$ cat src/design/invc_pkg.sv
// Package for the inversion counter: sizes, saturation limits and the token
// type that travels down the row of compare cells. No dependencies.
`timescale 1ns / 1ps
`default_nettype none

package invc_pkg;

   // Capacity of one sequence (number of cells in the row)
   localparam int MAX_ITEMS = 256;

   localparam int DATA_W  = 32;
   localparam int CNT_W   = $clog2(MAX_ITEMS);
   localparam int TOTAL_W = 15;
   localparam int FILL_W  = 9;
   localparam int RSP_W   = 32;

   localparam logic [TOTAL_W-1:0] TOTAL_MAX = {TOTAL_W{1'b1}};
   localparam logic [FILL_W-1:0]  COUNT_MAX = {FILL_W{1'b1}};

   // Item count reported when the row filled up
   localparam logic [FILL_W-1:0] FILL_SAT =
      (MAX_ITEMS > 511) ? COUNT_MAX : FILL_W'(MAX_ITEMS);

   // One item on its way through the row
   typedef struct packed {
      logic                     valid;
      logic                     last;
      logic                     stored;  // item was written into a cell
      logic signed [DATA_W-1:0] key;
      logic [CNT_W-1:0]         count;   // stored values greater than key
   } token_type;

endpackage

`default_nettype wire

$ cat src/design/invc_cell.sv
// One compare cell of the inversion counter row. Holds one stored value,
// compares passing items against it and hands the token on each cycle that
// the row advances. Depends on invc_pkg.
`timescale 1ns / 1ps
`default_nettype none

module invc_cell
   import invc_pkg::*;
(
   input  wire       clock,
   input  wire       reset,
   input  wire       advance,
   input  token_type tok_prev,
   output token_type tok_next
);

   logic                     occ_ff, occ_in;
   logic signed [DATA_W-1:0] val_ff, val_in;
   logic                     valid_ff;
   token_type                tok_ff, tok_in;

   // Compare against the held value, or take the item if the cell is free
   always_comb begin
      tok_in = tok_prev;
      occ_in = occ_ff;
      val_in = val_ff;
      if (tok_prev.valid && !tok_prev.stored) begin
         if (occ_ff) begin
            if (val_ff > tok_prev.key) begin
               tok_in.count = tok_prev.count + CNT_W'(1);
            end
         end else begin
            tok_in.stored = 1'b1;
            occ_in        = 1'b1;
            val_in        = tok_prev.key;
         end
      end
      // last item empties the cell behind it for the next sequence
      if (tok_prev.valid && tok_prev.last) begin
         occ_in = 1'b0;
      end
   end

   // Control state
   always_ff @(posedge clock) begin
      if (reset) begin
         occ_ff   <= 1'b0;
         valid_ff <= 1'b0;
      end else if (advance) begin
         occ_ff   <= occ_in;
         valid_ff <= tok_in.valid;
      end
   end

   // Payload
   always_ff @(posedge clock) begin
      if (advance) begin
         val_ff <= val_in;
         tok_ff <= tok_in;
      end
   end

   // Outgoing token, valid bit from the reset register
   always_comb begin
      tok_next       = tok_ff;
      tok_next.valid = valid_ff;
   end

endmodule

`default_nettype wire

$ cat config.mk
export PLATFORM = sky130hd
export DESIGN_NAME = invc_cell
export DESIGN_NICKNAME = d
export VERILOG_FILES = /design/src/design/invc_pkg.sv /design/src/design/invc_cell.sv
export SDC_FILE = /design/constraint.sdc
export NUM_CORES = 1
export LEC_CHECK = 0
export BUFFER_PORTS_ARGS = -buffer_cell sky130_fd_sc_hd__buf_2
export CELL_PAD_IN_SITES_DETAIL_PLACEMENT = 0
export CELL_PAD_IN_SITES_GLOBAL_PLACEMENT = 1
export CORE_MARGIN = 5
export CORE_UTILIZATION = 46
export DETAILED_ROUTE_END_ITERATION = 10
export PLACE_DENSITY = 0.86
export SYNTH_ARGS = -nofsm -noshare
export SYNTH_HDL_FRONTEND = slang
export SYNTH_SLANG_ARGS = --single-unit
$ cat constraint.sdc
create_clock -name clock -period 7.6 [get_ports clock]
set_input_delay 1.52 -clock clock [delete_from_list [all_inputs] [get_ports clock]]
set_output_delay 1.52 -clock clock [all_outputs]
set_load 0.005 [all_outputs]
==> metrics.txt, run 1 <==
clock sink count=between 70 and 80; internal power=674 µW; root buffer cell=clkbuf_8; Final ANT Viol Nets=0; FF-to-FF Start=val_ff[31]$_DFFE_PP_; first-pass GRT wire length=roughly 9.8 mm; Reg2Reg Depth=8; Via Count=around 2,100; multi-input logic area=0.00104 mm²; drt wl/cell=between 10 and 15 µm; DR vias/cell=between 4 and 5; Setup TNS=0 ns; Clk Latency, worst-skew pair=roughly 0.34 ns; most common library cell in the layout ignoring fill and taps=buf_2; GPL Wtd Cong=between 0.7 and 0.8; mapped cell area=about 0.0034 mm²; hpwl dp=roughly 4.8 mm; FP Rows=31; WP data required=around 7.7 ns; io pins=slightly below 90; Setup Viol. Count Final=0; reg-to-reg endpoint=tok_next[1]$_DFFE_PP_; core area=around 0.0073 mm²; initial core utilization=about 47%; CP arrival=3.68 ns; Final Worst Setup Slack=approximately 4.0 ns; initial antenna violation count=0; Min-Delay Path Depth=2; Slew Limit Fails=0; area grow syn2layout=22.1%; Residual DRC=0; LEAKAGE=1.83 nW; max cap viols=0; fin crit share=47.2%; GRT Resource Usage Total=between 10 and 15%; sw frac=22.3%; total CTS buffers=9; power per cell area=around 210 mW/mm²; #FFs+latches synth=76; fraction of layout cells with a size suffix above 1=33.9%; ant diodes=0; worst hold start=valid_ff$_SDFFE_PP0P_; number of synthesis warnings=0; Hold Path Sink=valid_ff$_SDFFE_PP0P_; sequential power share=between 50% and 60%; Hold-fix buffers, CTS=0; post-synthesis cell count=231; commonest cells after routing, fill and taps aside=buf_2, edfxtp_1, inv_1; fmax=around 280 MHz; drt first pass iters=4; Clock Skew=~0.0096 ns; input/output buffers=88; Sw Pwr=slightly below 200 µW; post-place setup slack=about 3.6 ns; R2R Setup Slk=roughly 5 ns; Fill cells=about 620; post-cts resize count=0; Setup crit end kind=register; sequential share of the synthesized area=65.7%; critical path peak fanout=6; Final Util=between 50% and 60%; syn_nets=310; Die Y=96.5 µm; CTS tree=done; setup bufs post-CTS=0; status=completed; crit path kind=in2reg; worst slew pin tran=0.564 ns; Die Width=96.5 µm; DRT iter0 DRCs=between 70 and 80; storage element area=roughly 0.0023 mm²; RSZ-0062 raised after global routing=false; Nets=410; unique cell type count in the Yosys netlist=40; hold crit path type=reg2reg; Peak VDD IR=between 0.09 and 0.1 mV; routed wire length=approximately 6.3 mm; Comb power frac=~10%; gr ovfl total=0; final hold vios=0; vias in the first global route=2,088; die area=0.00931 mm²; largest net degree at the start of global routing=46; max_slew headroom=~62%; Synth Area per Inst=14.9 µm²; Setup crit start kind=primary input; Reg clk slew, reported paths=0.07 ns; CTS max path bufs=2; H-tree depth=3; minimum clock period after layout=3.59 ns; fraction of power consumed by the clock network=between 30% and 40%
## registers in the layout (all words and copies together) (netlist names)
name,flops
valid_ff,1
occ_ff,1
val_ff,32
tok_next,42
## worst max-delay path, cell delays in order
cell and delay [ns]:
buf_2 0.10, inv_1 0.04, ha_1 0.38, nand4_1 0.24
nor4_4 0.42, nand3_1 0.12, nand4b_1 0.24, inv_1 0.18
o21ai_4 0.11, mux2_4 0.31
## kinds of logic after synthesis
| logic type | synth area share [%] |
|---|---|
| buffers and inverters | 4.15 |
| and+or+nand+nor | 7.64 |
| adders and majority gates | 12.0 |
| muxes | 1.02 |
| xor gates and xnor gates | 1.78 |
| AOI/OAI and AO/OA | 7.67 |
| DFF | 65.7 |
## Yosys cell counts (all sizes together)
master / number / area share [%]
a21oi: 14 / 2.4
edfxtp: 74 / 65
a21o: 3 / 0.65
nand2b: 1 / 0.18
a21boi: 2 / 0.55
nor2b: 1 / 0.40
and2: 1 / 0.18
nand2: 10 / 1.1
o41ai: 1 / 0.80
inv: 36 / 3.9
nor3: 3 / 0.44
nor4b: 1 / 0.25
a311oi: 1 / 0.25
nand3: 4 / 0.58
nand4b: 1 / 0.25
ha: 33 / 12
o2111ai: 1 / 0.25
o211ai: 4 / 0.87
mux2: 1 / 0.44
o21ai: 4 / 0.91
nand4: 8 / 1.6
and3: 3 / 0.69
o21a: 1 / 0.22
nor2: 3 / 0.33
mux2i: 2 / 0.58
buf: 1 / 0.22
nor4: 4 / 1.3
a221oi: 1 / 0.25
o2bb2ai: 1 / 0.25
and4: 1 / 0.25
dfxtp: 2 / 1.2
xnor2: 7 / 1.8
o211a: 1 / 0.29
## final cells by class
cell class	count	area share, %
clock buffer	11	3.13
timing repair buffer	90	10.8
inverter	36	3.22
tap	99	2.95
sequential	76	53.8
multi-input combinational	118	24.8
clock inverter	5	1.25
## worst max-delay path by stage
| stage | from | to | cells past startpoint |
|---|---|---|---|
| after global routing | tok_prev[39] | tok_next[1]$_DFFE_PP_ | 10 |
| after floorplan | advance | val_ff[0]$_DFFE_PP_ | 2 |
| after CTS | tok_prev[39] | tok_next[1]$_DFFE_PP_ | 10 |
| final | tok_prev[39] | tok_next[1]$_DFFE_PP_ | 10 |
| after detailed placement | tok_prev[39] | tok_next[1]$_DFFE_PP_ | 10 |
| after global placement | tok_prev[39] | tok_next[1]$_DFFE_PP_ | 10 |
## power groups by stage
stage	Combinational, mW	Sequential [mW]	Clock [mW]
after floorplan	0.0367	0.504	0
after global placement	0.0862	0.500	0
after detailed placement	0.0889	0.500	0
after CTS	0.0893	0.491	0.299
after global routing	0.0994	0.493	0.320
final	0.0871	0.491	0.289
## routing by layer
metal | track usage [%] | vias up | wire length, µm
met5 | 0 | - | 0
met4 | 7.36 | 0 | 117
met2 | 23.7 | 60 | 3100
met3 | 4.26 | 10 | 450
met1 | 17.2 | 999 | 2610
li1 | - | 1060 | -
## metrics by stage
stage / instance area, µm² / hold slack [ns] / power, mW / std cells
after global routing: 4200 / 0.500 / 0.912 / 435
final: 4200 / 0.470 / 0.867 / 435
after floorplan: 3440 / 0.444 / 0.540 / 231
after global placement: 4020 / 0.465 / 0.586 / 419
after CTS: 4200 / 0.474 / 0.879 / 435
after detailed placement: 4020 / 0.462 / 0.589 / 419
Note: power is estimated with default switching activity, not from simulation.
==> run 2: changes to the inputs <==
CORE_UTILIZATION = 43   (was 46)
PLACE_DENSITY = 0.81   (was 0.86)
clock period = 3.7 ns   (was 7.6 ns; I/O delays follow)
==> run 2 against run 1 <==
Effect of this change:
- critical path depth unchanged
- sequential share of layout area decreased by 0.26 points
- combinational power increased by 100%
- routed wire length about the same
- non-clock buffer count unchanged
- critical path type unchanged
- critical endpoint unchanged
==> metrics.txt, run 2 (synthesis results as in run 1) <==
Final ANT Viol Nets=0 (unchanged); Comb power frac=9.8% (-0.2 points); Sw Pwr=424 µW (+120%); root buffer cell=clkbuf_8; area grow syn2layout=22.7%; Peak VDD IR=0.274 mV (+190%); drt first pass iters=4 (unchanged); Slew Limit Fails=0 (unchanged); worst slew pin tran=0.570 ns (+0.00512 ns); wl on met1=2.72 mm (+4.3%); minimum clock period after layout=~2.7 ns; max FFs per register=42 (unchanged); DR vias/cell=4.82 (-1.4%); power per cell area=430 mW/mm² (+110%); CTS tree=done; internal power=1.39 mW (+110%); Setup Viol. Count Final=0 (unchanged); DRT iter0 DRCs=43 (-40%); Tot Pwr=1.81 mW (+110%); Die Width=99.5 µm (+3.1%); io pins=89 (unchanged); Hold Path Sink=valid_ff$_SDFFE_PP0P_; top layer in use=met4; fin crit share=74.2%; final instance area=0.00422 mm² (+0.48%); Via Count=2,113 (-0.75%); Critical Path Start=tok_prev[39]; Die Y=99.5 µm (+3.1%); CP arrival=2.84 ns (-0.84 ns); Setup crit end kind=register; Min-Delay Path Depth=2 (unchanged); vias in the first global route=2,175 (+4.2%); Clock Skew=0.00816 ns (-0.00147 ns); critical path peak fanout=6 (unchanged); H-tree depth=3 (unchanged); WP data required=3.79 ns (-3.90 ns); LEAKAGE=1.83 nW (about the same); total CTS buffers=9 (unchanged); Final Util=54.3% (-3.6 points); reg-to-reg endpoint=tok_next[1]$_DFFE_PP_; hold crit path type=reg2reg; met3 wire len=446 µm (-0.89%); R2R Setup Slk=1.11 ns (-3.84 ns); commonest cells after routing, fill and taps aside=buf_2, edfxtp_1, inv_1; post-cts resize count=0 (unchanged); max cap viols=0 (unchanged); sw frac=23.4% (+1.1 points); FP Rows=32 (+3.2%); hpwl dp=4.74 mm (-0.31%); RSZ-0062 raised after global routing=false; GRT Resource Usage Total=13.5% (-0.92 points); Non-Filler Instances=438 (+0.69%); setup bufs post-CTS=0 (unchanged); status=completed; FF-to-FF Start=val_ff[31]$_DFFE_PP_; CTS max path bufs=2 (unchanged); post-placement cell count=422 (+0.72%); Reg clk slew, reported paths=0.08 ns (about the same); Setup TNS=0 ns (unchanged); Clk Latency, worst-skew pair=0.34 ns (about the same); post-placement cell area=0.00402 mm² (about the same); fraction of power consumed by the clock network=34.6% (+1.3 points); Hold-fix buffers, CTS=0 (unchanged); clock sink count=76 (unchanged); fraction of layout cells with a size suffix above 1=34.8% (+0.89 points); first-pass GRT wire length=10.3 mm (+5.2%); Residual DRC=0 (unchanged); largest net degree at the start of global routing=45 (-2.2%); ant diodes=0 (unchanged); crit path kind=in2reg; Nets=410 (unchanged); initial core utilization=44.3% (-3.1 points); sequential power share=55.6% (-1.0 points); final hold vios=0 (unchanged); worst hold start=valid_ff$_SDFFE_PP0P_; Reg2Reg Depth=8 (unchanged); routed length on met2=3.09 mm (-0.48%); core area=0.00777 mm² (+7.1%); max_slew headroom=62.0% (-0.34 points); drt wl/cell=14.3 µm (-0.67%); initial antenna violation count=0 (unchanged); input/output buffers=88 (unchanged); most common library cell in the layout ignoring fill and taps=buf_2; fmax=approximately 360 MHz; routed wire length=6.28 mm (about the same); gr ovfl total=0 (unchanged); Setup crit start kind=primary input; die area=0.00989 mm² (+6.3%); GPL Wtd Cong=0.777 (+1.1%)
## run 2: cell count changes in the layout (fill, tap and decap cells not counted)
cell	before	now
clkbuf_1	2	0
clkinv_1	1	0
clkinv_2	2	1
clkinv_4	1	2
clkinvlp_4	0	2
inv_6	0	1
## run 2: worst max path at each step
| stage | slack (ns) | endpoint | cells past startpoint |
|---|---|---|---|
| 3_5_place_dp | 0.52 | tok_next[1]$_DFFE_PP_ | 10 |
| 3_3_place_gp | 0.60 | tok_next[1]$_DFFE_PP_ | 10 |
| 5_1_grt | 0.82 | tok_next[1]$_DFFE_PP_ | 10 |
| 4_1_cts | 0.92 | tok_next[1]$_DFFE_PP_ | 10 |
| 2_1_floorplan | 0.22 | val_ff[0]$_DFFE_PP_ | 2 |
| 6_report | 0.95 | tok_next[1]$_DFFE_PP_ | 10 |
## run 2: cell type report
type,count,area [µm²]
clock buffers,9,124
clock inverters,7,76.3
inverters,36,135
fillers,707,3550
flip-flops and latches,76,2260
repair buffers,90,455
multi-input cells,118,1040
well taps,102,128
## run 2: stage by stage
step	setup slack (ns)	hold WS, ns
CTS	0.922	0.478
global placement	0.597	0.460
finish	0.954	0.477
floorplan	0.222	0.444
detailed placement	0.521	0.463
global route	0.815	0.513
## run 2: routing by layer
layer / vias to the layer above / global-route usage (%)
met2: 58 / 22.4
li1: 1063 / -
met3: 4 / 5.47
met4: 0 / 3.47
met1: 988 / 16.4
met5: - / 0
## run 2: critical path, cell delays in order
cell	delay [ns]
buf_2	0.10
inv_1	0.04
ha_1	0.37
nand4_1	0.23
nor4_4	0.41
nand3_1	0.13
nand4b_1	0.23
inv_1	0.17
o21ai_4	0.11
mux2_4	0.31
## run 2: power by group through the flow
| stage | registers, mW | logic, mW | clock network (mW) |
|---|---|---|---|
| after floorplan | 1.03 | 0.0753 | 0 |
| after global placement | 1.03 | 0.177 | 0 |
| after detailed placement | 1.03 | 0.182 | 0 |
| after CTS | 1.01 | 0.182 | 0.652 |
| after global routing | 1.01 | 0.203 | 0.692 |
| final | 1.01 | 0.178 | 0.628 |
==> run 3: changes to the inputs <==
CORE_UTILIZATION = 38   (was 43)
PLACE_DENSITY = 0.76   (was 0.81)
clock period = 2.21 ns   (was 3.7 ns; I/O delays follow)
==> run 3 against run 2 <==
Effect of this change:
- the run now ends with setup timing left
- combinational power rose by 110%
- largest power group unchanged
- clock power rose by 64%
- largest cell class unchanged
- hold slack got worse by 0.20 ns
==> metrics.txt, run 3 (synthesis results as in run 1) <==
core area=0.00876 mm² (+13%); H-tree depth=3 (unchanged); failing checks=setup timing; final hold vios=0 (unchanged); CTS max path bufs=2 (unchanged); commonest cells after routing, fill and taps aside=buf_2, edfxtp_1, buf_4; total CTS buffers=9 (unchanged); max_slew headroom=59.4% (-2.7 points); GRT Resource Usage Total=13.3% (-0.23 points); clock sink count=76 (unchanged); ant diodes=0 (unchanged); minimum clock period after layout=2.50 ns; fmax=around 400 MHz; gr ovfl total=0 (unchanged); die area=0.0111 mm² (+12%); LEAKAGE=1.99 nW (+9.0%); CTS tree=done; Setup Viol. Count Final=8 (+8); fin crit share=113%; Reg clk slew, reported paths=0.08 ns (about the same); post-place setup slack=-0.490 ns (-1.01 ns); Final ANT Viol Nets=0 (unchanged); crit path to=tok_next[1]$_DFFE_PP_; fraction of layout cells with a size suffix above 1=46.5% (+12 points); reg-to-reg endpoint=tok_next[1]$_DFFE_PP_; Die Y=105 µm (+5.7%); DR vias/cell=4.74 (-1.8%); Slew Limit Fails=0 (unchanged); Clk Latency, worst-skew pair=0.34 ns (about the same); Via Count=2,264 (+7.1%); Residual DRC=0 (unchanged); root buffer cell=clkbuf_8; critical path peak fanout=4 (-2); area grow syn2layout=35.2%; input/output buffers=88 (unchanged); worst hold slack=0.273 ns (-0.204 ns); status=complete, but fails checks; max FFs per register=42 (unchanged); FP Rows=34 (+6.3%); drt wl/cell=14.9 µm (+3.9%); Nets=444 (+8.3%); drt first pass iters=4 (unchanged); Hold-fix buffers, CTS=0 (unchanged); Setup TNS=-1.90 ns (-1.90 ns); Reg2Reg Depth=8 (unchanged); Non-Filler Instances=478 (+9.1%); max cap viols=0 (unchanged); initial antenna violation count=0 (unchanged); power per cell area=664 mW/mm² (+54%); largest net degree at the start of global routing=45 (unchanged); FF-to-FF Start=val_ff[10]$_DFFE_PP_; Peak VDD IR=0.234 mV (-15%); Final Worst Setup Slack=-0.294 ns (-1.25 ns); first-pass GRT wire length=11.7 mm (+13%); hpwl dp=5.11 mm (+7.8%); Critical Path Start=val_ff[10]$_DFFE_PP_; GPL Wtd Cong=0.849 (+9.3%); RSZ-0062 raised after global routing=true; WP data required=2.30 ns (-1.49 ns); io pins=89 (unchanged); post-placement cell count=457 (+8.3%); Setup crit end kind=register; crit path kind=reg2reg; worst slew pin tran=0.610 ns (+0.0399 ns); routed wire length=7.12 mm (+13%); initial core utilization=39.3% (-5.0 points); Tot Pwr=3.09 mW (+70%); DRT iter0 DRCs=63 (+47%); Die Width=105 µm (+5.7%); Setup crit start kind=register; vias in the first global route=2,357 (+8.4%); most common library cell in the layout ignoring fill and taps=buf_2; Clock Skew=0.00485 ns (-0.00331 ns); hold crit path type=in2reg; CP arrival=2.60 ns (-0.24 ns); R2R Setup Slk=-0.29 ns (-1.40 ns)
## run 3: changes by cell type in the layout (fill, tap and decap cells not counted), moves of 2 or more
cell | before | now
nor4_1 | 2 | 0
inv_1 | 36 | 29
clkinv_4 | 2 | 0
clkinv_1 | 0 | 2
ha_4 | 0 | 8
buf_6 | 0 | 2
ha_1 | 33 | 25
inv_2 | 0 | 6
buf_4 | 2 | 34
## run 3: metal layers
| layer | vias to the layer above | GRT usage [%] | part of all wire (%) |
|---|---|---|---|
| met5 | - | 0 | 0 |
| met1 | 1064 | 16.1 | 41 |
| met3 | 8 | 4.38 | 6.6 |
| met2 | 58 | 22.0 | 51 |
| li1 | 1134 | - | - |
| met4 | 0 | 4.93 | 1.3 |
## run 3: timing repair
action / in CTS / in global routing
pin swaps: 13 / 7
buffers inserted: 5 / 1
gates resized for setup: 5 / 8
setup endpoints to repair: 8 / 8
## run 3: per-stage QoR
step           util [%]  instance area [µm²]
6_report           53.1                 4650
4_1_cts            52.5                 4600
5_1_grt            53.1                 4650
3_3_place_gp       49.6                 4350
3_5_place_dp       49.6                 4350
2_1_floorplan         -                 3540
## run 3: worst min path at each step
| stage | startpoint | end | slack [ns] | cells past startpoint |
|---|---|---|---|---|
| 6_report | reset | valid_ff$_SDFFE_PP0P_ | 0.27 | 2 |
| 5_1_grt | reset | occ_ff$_SDFFE_PP0P_ | 0.26 | 2 |
| 4_1_cts | reset | valid_ff$_SDFFE_PP0P_ | 0.25 | 2 |
| 3_5_place_dp | valid_ff$_SDFFE_PP0P_ | valid_ff$_SDFFE_PP0P_ | 0.46 | 2 |
| 3_3_place_gp | valid_ff$_SDFFE_PP0P_ | valid_ff$_SDFFE_PP0P_ | 0.46 | 2 |
| 2_1_floorplan | valid_ff$_SDFFE_PP0P_ | valid_ff$_SDFFE_PP0P_ | 0.44 | 2 |
## run 3: power by group
part / internal, mW / leakage, nW / switching (mW)
clock: 0.516 / 0.0907 / 0.512
combinational: 0.179 / 1.18 / 0.191
sequential: 1.67 / 0.720 / 0.0214
total: 2.36 / 1.99 / 0.725
## run 3: cell type report
type | count | area (µm²)
flip-flops and latches | 76 | 2260
clock buffers | 9 | 124
repair buffers | 124 | 718
clock inverters | 7 | 66.3
inverters | 36 | 143
well taps | 108 | 135
fillers | 762 | 4110
multi-input cells | 118 | 1200
## run 3: critical path, cell delays in order, from the launching register on
cell and delay [ns]:
edfxtp_1 0.42, ha_4 0.29, nand4_1 0.17, nor4_4 0.33, a21boi_2 0.24, o41ai_4 0.13, and3_4 0.21, o21ai_4 0.16
mux2_4 0.31
