--- config.mk ---
export PLATFORM = sky130hd
export DESIGN_NAME = invc_tail
export DESIGN_NICKNAME = d
export VERILOG_FILES = /design/src/design/invc_pkg.sv /design/src/design/invc_tail.sv
export SDC_FILE = /design/constraint.sdc
export NUM_CORES = 1
export LEC_CHECK = 0
export BUFFER_PORTS_ARGS = -buffer_cell sky130_fd_sc_hd__buf_2
export CORE_MARGIN = 8
export CORE_UTILIZATION = 30
export DETAILED_ROUTE_END_ITERATION = 7
export PLACE_DENSITY = 0.48
export SETUP_SLACK_MARGIN = 0.2
export SYNTH_ARGS = -nofsm -noshare
export SYNTH_HDL_FRONTEND = slang
export SYNTH_SLANG_ARGS = --single-unit
--- constraint.sdc ---
create_clock -name clock -period 2.4 [get_ports clock]
set_input_delay 0.24 -clock clock [delete_from_list [all_inputs] [get_ports clock]]
set_output_delay 0.24 -clock clock [all_outputs]
set_load 0.01 [all_outputs]
--- src/design/invc_pkg.sv ---
// Package for the inversion counter: sizes, saturation limits and the token
// type that travels down the row of compare cells. No dependencies.
`timescale 1ns / 1ps
`default_nettype none

package invc_pkg;

   // Capacity of one sequence (number of cells in the row)
   localparam int MAX_ITEMS = 256;

   localparam int DATA_W  = 32;
   localparam int CNT_W   = $clog2(MAX_ITEMS);
   localparam int TOTAL_W = 15;
   localparam int FILL_W  = 9;
   localparam int RSP_W   = 32;

   localparam logic [TOTAL_W-1:0] TOTAL_MAX = {TOTAL_W{1'b1}};
   localparam logic [FILL_W-1:0]  COUNT_MAX = {FILL_W{1'b1}};

   // Item count reported when the row filled up
   localparam logic [FILL_W-1:0] FILL_SAT =
      (MAX_ITEMS > 511) ? COUNT_MAX : FILL_W'(MAX_ITEMS);

   // One item on its way through the row
   typedef struct packed {
      logic                     valid;
      logic                     last;
      logic                     stored;  // item was written into a cell
      logic signed [DATA_W-1:0] key;
      logic [CNT_W-1:0]         count;   // stored values greater than key
   } token_type;

endpackage

`default_nettype wire

--- src/design/invc_tail.sv ---
// End of the inversion counter row: sums per-item counts into the sequence
// total, counts stored items, and holds the result until transferred.
// Depends on invc_pkg.
`timescale 1ns / 1ps
`default_nettype none

module invc_tail
   import invc_pkg::*;
(
   input  wire               clock,
   input  wire               reset,
   input  token_type         tok_end,
   output logic              advance,
   output logic              rsp_tvalid,
   input  wire               rsp_tready,
   output logic [RSP_W-1:0]  rsp_tdata
);

   logic [TOTAL_W-1:0] total_ff, total_in;
   logic [FILL_W-1:0]  fill_ff, fill_in;
   logic               ovf_ff, ovf_in;
   logic               rsp_valid_ff, rsp_valid_in;
   logic [TOTAL_W-1:0] rsp_total_ff, rsp_total_in;
   logic [FILL_W-1:0]  rsp_fill_ff, rsp_fill_in;
   logic               rsp_ovf_ff, rsp_ovf_in;
   logic [TOTAL_W:0]   sum;
   logic [TOTAL_W-1:0] total_upd;
   logic [FILL_W-1:0]  fill_upd;
   logic               ovf_upd;

   // Row holds only when a finished result is still waiting
   assign advance = !(tok_end.valid && tok_end.last && rsp_valid_ff && !rsp_tready);

   // Accumulate the item leaving the row
   always_comb begin
      sum       = {1'b0, total_ff} + (TOTAL_W+1)'(tok_end.count);
      total_upd = total_ff;
      fill_upd  = fill_ff;
      ovf_upd   = ovf_ff;
      if (tok_end.stored) begin
         total_upd = (sum > {1'b0, TOTAL_MAX}) ? TOTAL_MAX : sum[TOTAL_W-1:0];
         if (fill_ff != COUNT_MAX) begin
            fill_upd = fill_ff + FILL_W'(1);
         end
      end else begin
         ovf_upd = 1'b1;
      end

      total_in     = total_ff;
      fill_in      = fill_ff;
      ovf_in       = ovf_ff;
      rsp_valid_in = rsp_valid_ff && !rsp_tready;
      rsp_total_in = rsp_total_ff;
      rsp_fill_in  = rsp_fill_ff;
      rsp_ovf_in   = rsp_ovf_ff;
      if (advance && tok_end.valid) begin
         if (tok_end.last) begin
            total_in     = '0;
            fill_in      = '0;
            ovf_in       = 1'b0;
            rsp_valid_in = 1'b1;
            rsp_total_in = total_upd;
            rsp_fill_in  = fill_upd;
            rsp_ovf_in   = ovf_upd;
         end else begin
            total_in = total_upd;
            fill_in  = fill_upd;
            ovf_in   = ovf_upd;
         end
      end
   end

   // Control state
   always_ff @(posedge clock) begin
      if (reset) begin
         total_ff     <= '0;
         fill_ff      <= '0;
         ovf_ff       <= 1'b0;
         rsp_valid_ff <= 1'b0;
      end else begin
         total_ff     <= total_in;
         fill_ff      <= fill_in;
         ovf_ff       <= ovf_in;
         rsp_valid_ff <= rsp_valid_in;
      end
   end

   // Result payload
   always_ff @(posedge clock) begin
      rsp_total_ff <= rsp_total_in;
      rsp_fill_ff  <= rsp_fill_in;
      rsp_ovf_ff   <= rsp_ovf_in;
   end

   assign rsp_tvalid = rsp_valid_ff;
   assign rsp_tdata  = {{(RSP_W-TOTAL_W-FILL_W-1){1'b0}}, rsp_ovf_ff, rsp_fill_ff, rsp_total_ff};

endmodule

`default_nettype wire

==> results.sh, run 1 <==
export IMPL_place_gp_congestion=0.772
export IMPL_dieWidth_um=111
export IMPL_clkSinkCount=51
export IMPL_final_max_slew_viol_count=0
export IMPL_cts_tree="done"
export IMPL_max_cap_viol_count=0
export IMPL_combPwrFrac=0.131
export IMPL_via_per_inst=4.92
export IMPL_cp_top_family="simple AND/OR/NAND/NOR gates"
export IMPL_area_growth_pct=16.1
export IMPL_final_net_count=385
export IMPL_switching_share=0.259
export IMPL_grt_max_degree=18
export IMPL_grt_pass1_wl_mm=10.6
export IMPL_overflow=0
export IMPL_outcome="complete, no violations"
export IMPL_hold_viol=0
export IMPL_clockBufferDepth=2
export IMPL_powerDensity_nw_per_um2=526
export IMPL_slowest_delay_ps=350
export IMPL_ant_nets=0
export IMPL_fmax_mhz=476
export IMPL_synth_edff_count=25
export IMPL_crit_path_top_delay_cell="ha_1"
export IMPL_seq_area_frac_synth=0.470
export IMPL_grt_usage=0.102
export IMPL_n_antenna_cell=0
export IMPL_drive_gt1_frac=0.243
export IMPL_syn_inst=283
export IMPL_synth_ff_type="dfxtp_1"
export IMPL_clockPowerShare=0.290
export IMPL_regToRegSetupSlack_ps=300
export IMPL_p_leak_nw=1.27
export IMPL_numCtsBuffers=5
export IMPL_vias=2150
export IMPL_routedWlPerCell_um=14.6
export IMPL_cp_start_kind="register"
export IMPL_crit_path_end_kind="register"
export IMPL_path_cells="ha_1, a21oi_1, nand2_1, o21a_1, or2_4, nand2_1, mux2_2"
export IMPL_num_rows=34
export IMPL_ys_ff_latch=51
export IMPL_tns_ps=0
export IMPL_drtIter0Drc=86
export IMPL_grt_pass1_vias=2103
export IMPL_path_clk_slew_ps=100
export IMPL_crit_top_cell="nand2_1"
export IMPL_critPathRequiredTime_ps=2460
export IMPL_finalSetupViolCount=0
export IMPL_n_fill_cell=891
export IMPL_io_pins=80
export IMPL_yosys_warnings=0
export IMPL_p_sw_mw=0.428
export IMPL_crit_fanout=8
export IMPL_rsz0062_at_grt="yes"
export IMPL_die_height_um=111
export IMPL_setup_slack_ps=300
export IMPL_postRouteWirelength_mm=6.36
export IMPL_internal_power_mw=1.23
export IMPL_root_buffer="clkbuf_8"
export IMPL_synth_cell_types=53
export IMPL_ir_drop_mv=0.201
export IMPL_dp_final_hpwl_mm=4.74
export IMPL_min_period_over_period=0.875
export IMPL_worst_skew_pair_late_latency_ps=310
export IMPL_synth_area_um2=2710
export IMPL_ys_async_sr_fraction=0
export IMPL_path_buf_inv=0
export IMPL_hp_class="input port to register"
export IMPL_drt_pass1_iter_count=5
export IMPL_pre_cts_slack_ps=197
export IMPL_finalClockSkew_ps=11.1
export IMPL_htree_num_levels=2
export IMPL_core_area_um2=8720
export IMPL_post_route_min_period_ps=2100
export IMPL_criticalPathCategory="register to register"
export IMPL_power_frac_seq=0.579
export IMPL_io_buffers=40
export IMPL_die_area_um2=12300
export IMPL_arrival_ps=2160
export IMPL_postSynthAreaPerCell_um2=9.57
export IMPL_drc=0
export IMPL_initial_core_util=0.310
export IMPL_antenna_found_initial=0
[logic make-up after synthesis]
family,count (synthesis),synth area share
and+or+nand+nor,112,0.196
AOI/OAI and AO/OA,69,0.172
DFF,51,0.470
buffers and inverters,20,0.0420
xor gates and xnor gates,13,0.0421
adders and majority gates,10,0.0490
muxes,7,0.0277
other,1,0.00138
[path summary, 6_finish.rpt]
check | from | end | depth (start not counted)
max | total_ff[4] | rsp_total_ff[9] | 7
min | reset | fill_ff[0] | 2
max reg2reg | total_ff[4] | rsp_total_ff[9] | 7
min reg2reg | ovf_ff | ovf_ff | 2
[synthesized netlist by cell type, types with 5 or more instances]
library cell / number / area share
clkbuf_1: 5 / 0.0069
ha_1: 9 / 0.042
dfxtp_1: 26 / 0.19
nor3_1: 5 / 0.0092
nand2_1: 35 / 0.049
a31oi_1: 13 / 0.030
xnor2_1: 9 / 0.029
nand3_1: 8 / 0.015
edfxtp_1: 25 / 0.28
and3_1: 5 / 0.012
nor2_1: 36 / 0.050
a21oi_1: 19 / 0.035
o21ai_0: 11 / 0.020
buf_4: 9 / 0.025
[through the flow]
step | instance area (um2) | instances | util | total power [mW] | hold slack (ps)
floorplan | 2730 | 289 | - | 1.12 | 385
global placement | 3050 | 430 | 0.349 | 1.19 | 453
detailed placement | 3050 | 430 | 0.349 | 1.20 | 470
CTS | 3130 | 437 | 0.359 | 1.68 | 233
global route | 3140 | 437 | 0.361 | 1.73 | 240
finish | 3140 | 437 | 0.361 | 1.65 | 237
[worst register-to-register path, stage by stage, from the launching register on]
cell     delay, ps
dfxtp_1        340
ha_1           350
a21oi_1        150
nand2_1        100
o21a_1         230
or2_4          280
nand2_1         90
mux2_2         320
[state kept, by name, indices dropped and copies added, names as in the netlist]
name          cells
rsp_total_ff     15
total_ff         15
fill_ff           9
rsp_fill_ff       9
rsp_ovf_ff        1
ovf_ff            1
rsp_tvalid        1
[power groups by stage]
stage,clock network (mW),logic (mW),registers [mW]
6_report,0.479,0.216,0.958
5_1_grt,0.525,0.242,0.962
4_1_cts,0.499,0.218,0.958
3_5_place_dp,0,0.217,0.978
3_3_place_gp,0,0.217,0.977
2_1_floorplan,0,0.129,0.992
[repair_timing]
item / 4_1_cts / 5_1_grt
endpoints found under the setup margin: 1 / 11
buffers inserted: 0 / 0
pin swaps: 0 / 2
gates resized for setup: 1 / 5
hold endpoints to repair: 0 / 0
hold buffers: 0 / 0
[final cells by class]
type / instances / area, um2 / share of cell area
multi-input combinational: 218 / 1360 / 0.433
sequential: 51 / 1270 / 0.405
inverter: 1 / 3.75 / 0.00119
timing repair buffer: 52 / 294 / 0.0935
clock buffer: 5 / 68.8 / 0.0219
clock inverter: 2 / 8.76 / 0.00279
tap: 108 / 135 / 0.0430
[layout by cell type, fill, tap and decap left out, types with 7 or more instances in the layout]
master    instances
dfxtp_1          25
a31oi_1          13
buf_4            11
nand2_1          35
edfxtp_1         25
buf_2            40
a21oi_1          19
o21ai_0          11
ha_1              9
conb_1            7
nand3_1           8
nor2_1           34
xnor2_1           9
[metal layers]
metal / vias to the layer above / part of all wire / global-route usage
met5: - / 0 / 0
met4: 0 / 0.013 / 0.0351
met3: 6 / 0.039 / 0.0216
met2: 40 / 0.45 / 0.167
met1: 999 / 0.49 / 0.130
li1: 1105 / - / -
Power figures use the tool's default switching activity.
==> run 2: changes to the inputs <==
==> constraint.sdc (replaced) <==
create_clock -name clock -period 2.07 [get_ports clock]
set_input_delay 0.207 -clock clock [delete_from_list [all_inputs] [get_ports clock]]
set_output_delay 0.207 -clock clock [all_outputs]
set_load 0.01 [all_outputs]
==> results.sh, run 2 (same netlist as run 1, synthesis figures left out) <==
export IMPL_initial_core_util=0.310
export IMPL_setup_slack_ps=-7.73
export IMPL_violations="negative setup slack"
export IMPL_crit_fanout=7
export IMPL_path_cells="ha_1, a21oi_1, nor2_2, o21a_1, or2_2, buf_4, a21oi_1, a31oi_1"
export IMPL_drt_pass1_iter_count=4
export IMPL_io_buffers=40
export IMPL_clkSinkCount=51
export IMPL_num_rows=34
export IMPL_r2r_start="total_ff[1]"
export IMPL_top_regs="rsp_total_ff (15), total_ff (15)"
export IMPL_crit_path_start="total_ff[1]"
export IMPL_regToRegSetupSlack_ps=-8
export IMPL_internal_power_mw=1.50
export IMPL_clockPowerShare=0.309
export IMPL_powerDensity_nw_per_um2=585
export IMPL_io_pins=80
export IMPL_dp_final_hpwl_mm=4.96
export IMPL_cp_top_family="compound AO/OA/AOI/OAI gates"
export IMPL_worstRegToRegCells=8
export IMPL_fmax_mhz=481
export IMPL_finalSetupViolCount=1
export IMPL_combPwrFrac=0.143
export IMPL_postRouteWirelength_mm=6.78
export IMPL_via_per_inst=4.95
export IMPL_max_cap_viol_count=0
export IMPL_root_buffer="clkbuf_8"
export IMPL_min_path_cells=2
export IMPL_grt_pass1_wl_mm=10.9
export IMPL_cts_tree="done"
export IMPL_regToRegEndpoint="rsp_total_ff[11]"
export IMPL_die_height_um=111
export IMPL_crit_path_top_delay_cell="dfxtp_2"
export IMPL_rsz0062_at_grt="yes"
export IMPL_core_area_um2=8720
export IMPL_p_sw_mw=0.533
export IMPL_grt_usage=0.106
export IMPL_crit_cells=8
export IMPL_path_buf_inv=1
export IMPL_die_area_um2=12300
export IMPL_final_net_count=407
export IMPL_crit_path_end_kind="register"
export IMPL_clockBufferDepth=2
export IMPL_p_leak_nw=1.40
export IMPL_min_period_over_period=1.00
export IMPL_utilization=0.398
export IMPL_layout_commonest_cell="buf_2"
export IMPL_grt_pass1_vias=2164
export IMPL_crit_top_cell="a21oi_1"
export IMPL_min_from="reset"
export IMPL_finalClockSkew_ps=10.9
export IMPL_worst_skew_pair_late_latency_ps=300
export IMPL_n_antenna_cell=0
export IMPL_arrival_ps=2130
export IMPL_tns_ps=-7.73
export IMPL_slowest_delay_ps=350
export IMPL_tightestPinTransition_ps=653
export IMPL_final_max_slew_viol_count=0
export IMPL_post_route_min_period_ps=2080
export IMPL_antenna_found_initial=0
export IMPL_area_growth_pct=28.1
export IMPL_drc=0
export IMPL_final_cell_mix="buf_2, nand2_1, nor2_1, buf_4, edfxtp_1"
export IMPL_cp_start_kind="register"
export IMPL_timing_slew_headroom=0.562
export IMPL_outcome="complete, but fails checks"
export IMPL_hold_viol=0
export IMPL_place_gp_congestion=0.796
export IMPL_path_clk_slew_ps=100
export IMPL_power_frac_seq=0.548
export IMPL_ant_nets=0
export IMPL_drtIter0Drc=62
export IMPL_vias=2276
export IMPL_criticalPathCategory="register to register"
export IMPL_routedWlPerCell_um=14.7
export IMPL_grt_max_degree=19
export IMPL_drive_gt1_frac=0.349
export IMPL_critical_path_endpoint="rsp_total_ff[11]"
export IMPL_ir_drop_mv=0.240
export IMPL_htree_num_levels=2
export IMPL_overflow=0
export IMPL_switching_share=0.263
export IMPL_numCtsBuffers=5
export IMPL_critPathRequiredTime_ps=2130
export IMPL_hp_class="input port to register"
export IMPL_dieWidth_um=111
==> run 2: changes by cell type in the layout (fill, tap and decap cells not counted), sizes merged <==
cell and delta:
buf +22, clkbuf +1, clkinv -1, inv +1
==> run 2: final cells by class <==
type	instances	area (um2)
multi-input combinational	218	1490
clock buffer	6	82.6
sequential	51	1280
fill	882	5250
clock inverter	2	15.0
inverter	1	3.75
tap	108	135
timing repair buffer	74	467
==> run 2: worst min path at each step <==
| stage | end | slack, ps |
|---|---|---|
| CTS | fill_ff[0] | 190 |
| global route | fill_ff[0] | 210 |
| floorplan | rsp_tvalid | 350 |
| detailed placement | ovf_ff | 450 |
| finish | rsp_tvalid | 200 |
| global placement | ovf_ff | 450 |
==> run 2: metrics by stage <==
| step | instance area, um2 | total power [mW] | setup slack, ps | hold WS, ps | instances |
|---|---|---|---|---|---|
| detailed placement | 3220 | 1.41 | -2.34 | 452 | 445 |
| CTS | 3340 | 2.05 | 38.1 | 193 | 454 |
| finish | 3470 | 2.03 | -7.73 | 199 | 460 |
| global route | 3470 | 2.13 | -115 | 207 | 460 |
| floorplan | 2790 | 1.31 | 33.2 | 352 | 289 |
| global placement | 3220 | 1.41 | -4.15 | 448 | 445 |
==> run 2: metal layers <==
metal / vias to the layer above / part of all wire / global-route usage
li1: 1149 / - / -
met1: 1073 / 0.49 / 0.142
met2: 52 / 0.47 / 0.166
met3: 2 / 0.036 / 0.0227
met4: 0 / 0.0071 / 0.0306
met5: - / 0 / 0
==> run 2: timing repair <==
item / CTS / global route
resized for setup: 4 / 21
pin swaps: 11 / 8
hold buffers: 0 / 0
setup endpoints to repair: 22 / 34
buffers inserted: 1 / 6
==> run 2: power by group through the flow <==
| stage | Sequential, mW | Clock [mW] | Combinational, mW |
|---|---|---|---|
| 3_5_place_dp | 1.13 | 0 | 0.274 |
| 5_1_grt | 1.12 | 0.695 | 0.321 |
| 3_3_place_gp | 1.13 | 0 | 0.273 |
| 6_report | 1.11 | 0.627 | 0.290 |
| 2_1_floorplan | 1.15 | 0 | 0.158 |
| 4_1_cts | 1.11 | 0.658 | 0.276 |
==> run 3: changes to the inputs <==
--- a/config.mk
+++ b/config.mk
@@ -7,9 +7,9 @@
 export LEC_CHECK = 0
 export BUFFER_PORTS_ARGS = -buffer_cell sky130_fd_sc_hd__buf_2
 export CORE_MARGIN = 8
-export CORE_UTILIZATION = 30
+export CORE_UTILIZATION = 28
 export DETAILED_ROUTE_END_ITERATION = 7
-export PLACE_DENSITY = 0.48
+export PLACE_DENSITY = 0.46
 export SETUP_SLACK_MARGIN = 0.2
 export SYNTH_ARGS = -nofsm -noshare
 export SYNTH_HDL_FRONTEND = slang
==> results.sh, run 3 (same netlist as run 1, synthesis figures left out) <==
export IMPL_outcome="complete, no violations"
export IMPL_finalClockSkew_ps=8.44
export IMPL_finalSetupViolCount=0
export IMPL_criticalPathCategory="register to register"
export IMPL_numCtsBuffers=5
export IMPL_slowest_delay_ps=350
export IMPL_grt_usage=0.108
export IMPL_clkSinkCount=51
export IMPL_regArea_um2=1280
export IMPL_worstRegToRegCells=8
export IMPL_dp_cells=471
export IMPL_grt_pass1_vias=2179
export IMPL_final_max_slew_viol_count=0
export IMPL_worst_skew_pair_late_latency_ps=320
export IMPL_p_leak_nw=1.44
export IMPL_final_cell_mix="buf_2, nand2_1, nor2_1"
export IMPL_drt_pass1_iter_count=4
export IMPL_post_route_min_period_ps=2050
export IMPL_io_pins=80
export IMPL_path_buf_inv=1
export IMPL_min_period_over_period=0.992
export IMPL_num_rows=36
export IMPL_core_area_um2=9590
export IMPL_postRouteWirelength_mm=6.92
export IMPL_ir_drop_mv=0.297
export IMPL_n_antenna_cell=0
export IMPL_cp_start_kind="register"
export IMPL_cp_top_family="compound AO/OA/AOI/OAI gates"
export IMPL_layout_commonest_cell="buf_2"
export IMPL_clockBufferDepth=2
export IMPL_rsz0062_at_grt="yes"
export IMPL_path_clk_slew_ps=110
export IMPL_path_cells="ha_4, fa_2, a211oi_2, o21ai_2, o221ai_4, buf_4, xor2_1, nand2_1"
export IMPL_multi_input_area_um2=1580
export IMPL_die_height_um=114
export IMPL_timing_slew_headroom=0.558
export IMPL_min_path_cells=3
export IMPL_initial_core_util=0.282
export IMPL_io_buffers=40
export IMPL_antenna_found_initial=0
export IMPL_crit_path_end_kind="register"
export IMPL_hold_viol=0
export IMPL_final_net_count=409
export IMPL_root_buffer="clkbuf_8"
export IMPL_hp_class="input port to register"
export IMPL_pre_cts_slack_ps=-54.8
export IMPL_powerDensity_nw_per_um2=589
export IMPL_htree_num_levels=2
export IMPL_place_gp_congestion=0.830
export IMPL_via_per_inst=4.65
export IMPL_instances_no_fill=487
export IMPL_grt_pass1_wl_mm=11.0
export IMPL_fmax_mhz=487
export IMPL_crit_fanout=6
export IMPL_n_fill_cell=951
export IMPL_max_cap_viol_count=0
export IMPL_arrival_ps=2140
export IMPL_drive_gt1_frac=0.393
export IMPL_top_regs="rsp_total_ff (15), total_ff (15)"
export IMPL_die_area_um2=13100
export IMPL_cts_tree="done"
export IMPL_critPathRequiredTime_ps=2150
export IMPL_dieWidth_um=114
export IMPL_drtIter0Drc=104
export IMPL_crit_path_top_delay_cell="dfxtp_2"
export IMPL_drc=0
export IMPL_ant_nets=0
export IMPL_dp_final_hpwl_mm=5.11
export IMPL_tightestPinTransition_ps=659
export IMPL_crit_cells=8
export IMPL_grt_max_degree=19
export IMPL_area_growth_pct=35.1
export IMPL_setup_slack_ps=15.6
export IMPL_routedWlPerCell_um=14.2
export IMPL_overflow=0
export IMPL_vias=2263
## run 3: per-layer routing
layer | global-route usage | up-vias | share of wire
li1 | - | 1143 | -
met1 | 0.139 | 1075 | 0.49
met2 | 0.171 | 40 | 0.46
met3 | 0.0253 | 5 | 0.037
met4 | 0.0373 | 0 | 0.011
met5 | 0 | - | 0
## run 3: through the flow
step	power, mW	setup TNS [ps]	cell area (um2)	util	hold slack (ps)
after floorplan	1.31	0	2790	-	352
after global placement	1.41	-64.9	3260	0.339	451
after detailed placement	1.41	-54.8	3260	0.339	459
after CTS	2.17	0	3510	0.366	178
after global routing	2.25	-235	3660	0.381	189
final	2.16	0	3660	0.381	185
## run 3: area by class of cell
cell class                      instances  share of cell area
Multi-Input combinational cell        218               0.433
Sequential cell                        51               0.350
Timing Repair Buffer                   76               0.139
Tap cell                              133              0.0455
Clock buffer                            5              0.0188
Clock inverter                          3              0.0127
Inverter                                1             0.00103
## run 3: repair_timing
item,CTS,global route
hold buffers,0,0
pin swaps,13,13
gates cloned,0,0
endpoints found under the setup margin,21,30
resized for setup,23,34
buffers inserted,5,3
## run 3: worst paths after layout
kind                                   from              end  slack [ps]
worst max-delay path            total_ff[0]  rsp_total_ff[8]          20
worst min-delay path            tok_end[42]       rsp_tvalid         190
worst max register to register  total_ff[0]  rsp_total_ff[8]          20
worst min register to register       ovf_ff           ovf_ff         480
## run 3: worst min-delay path, cell delays in order
cell and delay (ps):
buf_2 120, a21oi_1 70, nor2_1 70
## run 3: where the power goes
part | internal [mW] | switching, mW | total [mW]
logic | 0.129 | 0.175 | 0.304
clock network | 0.365 | 0.376 | 0.741
registers | 1.10 | 0.0142 | 1.11
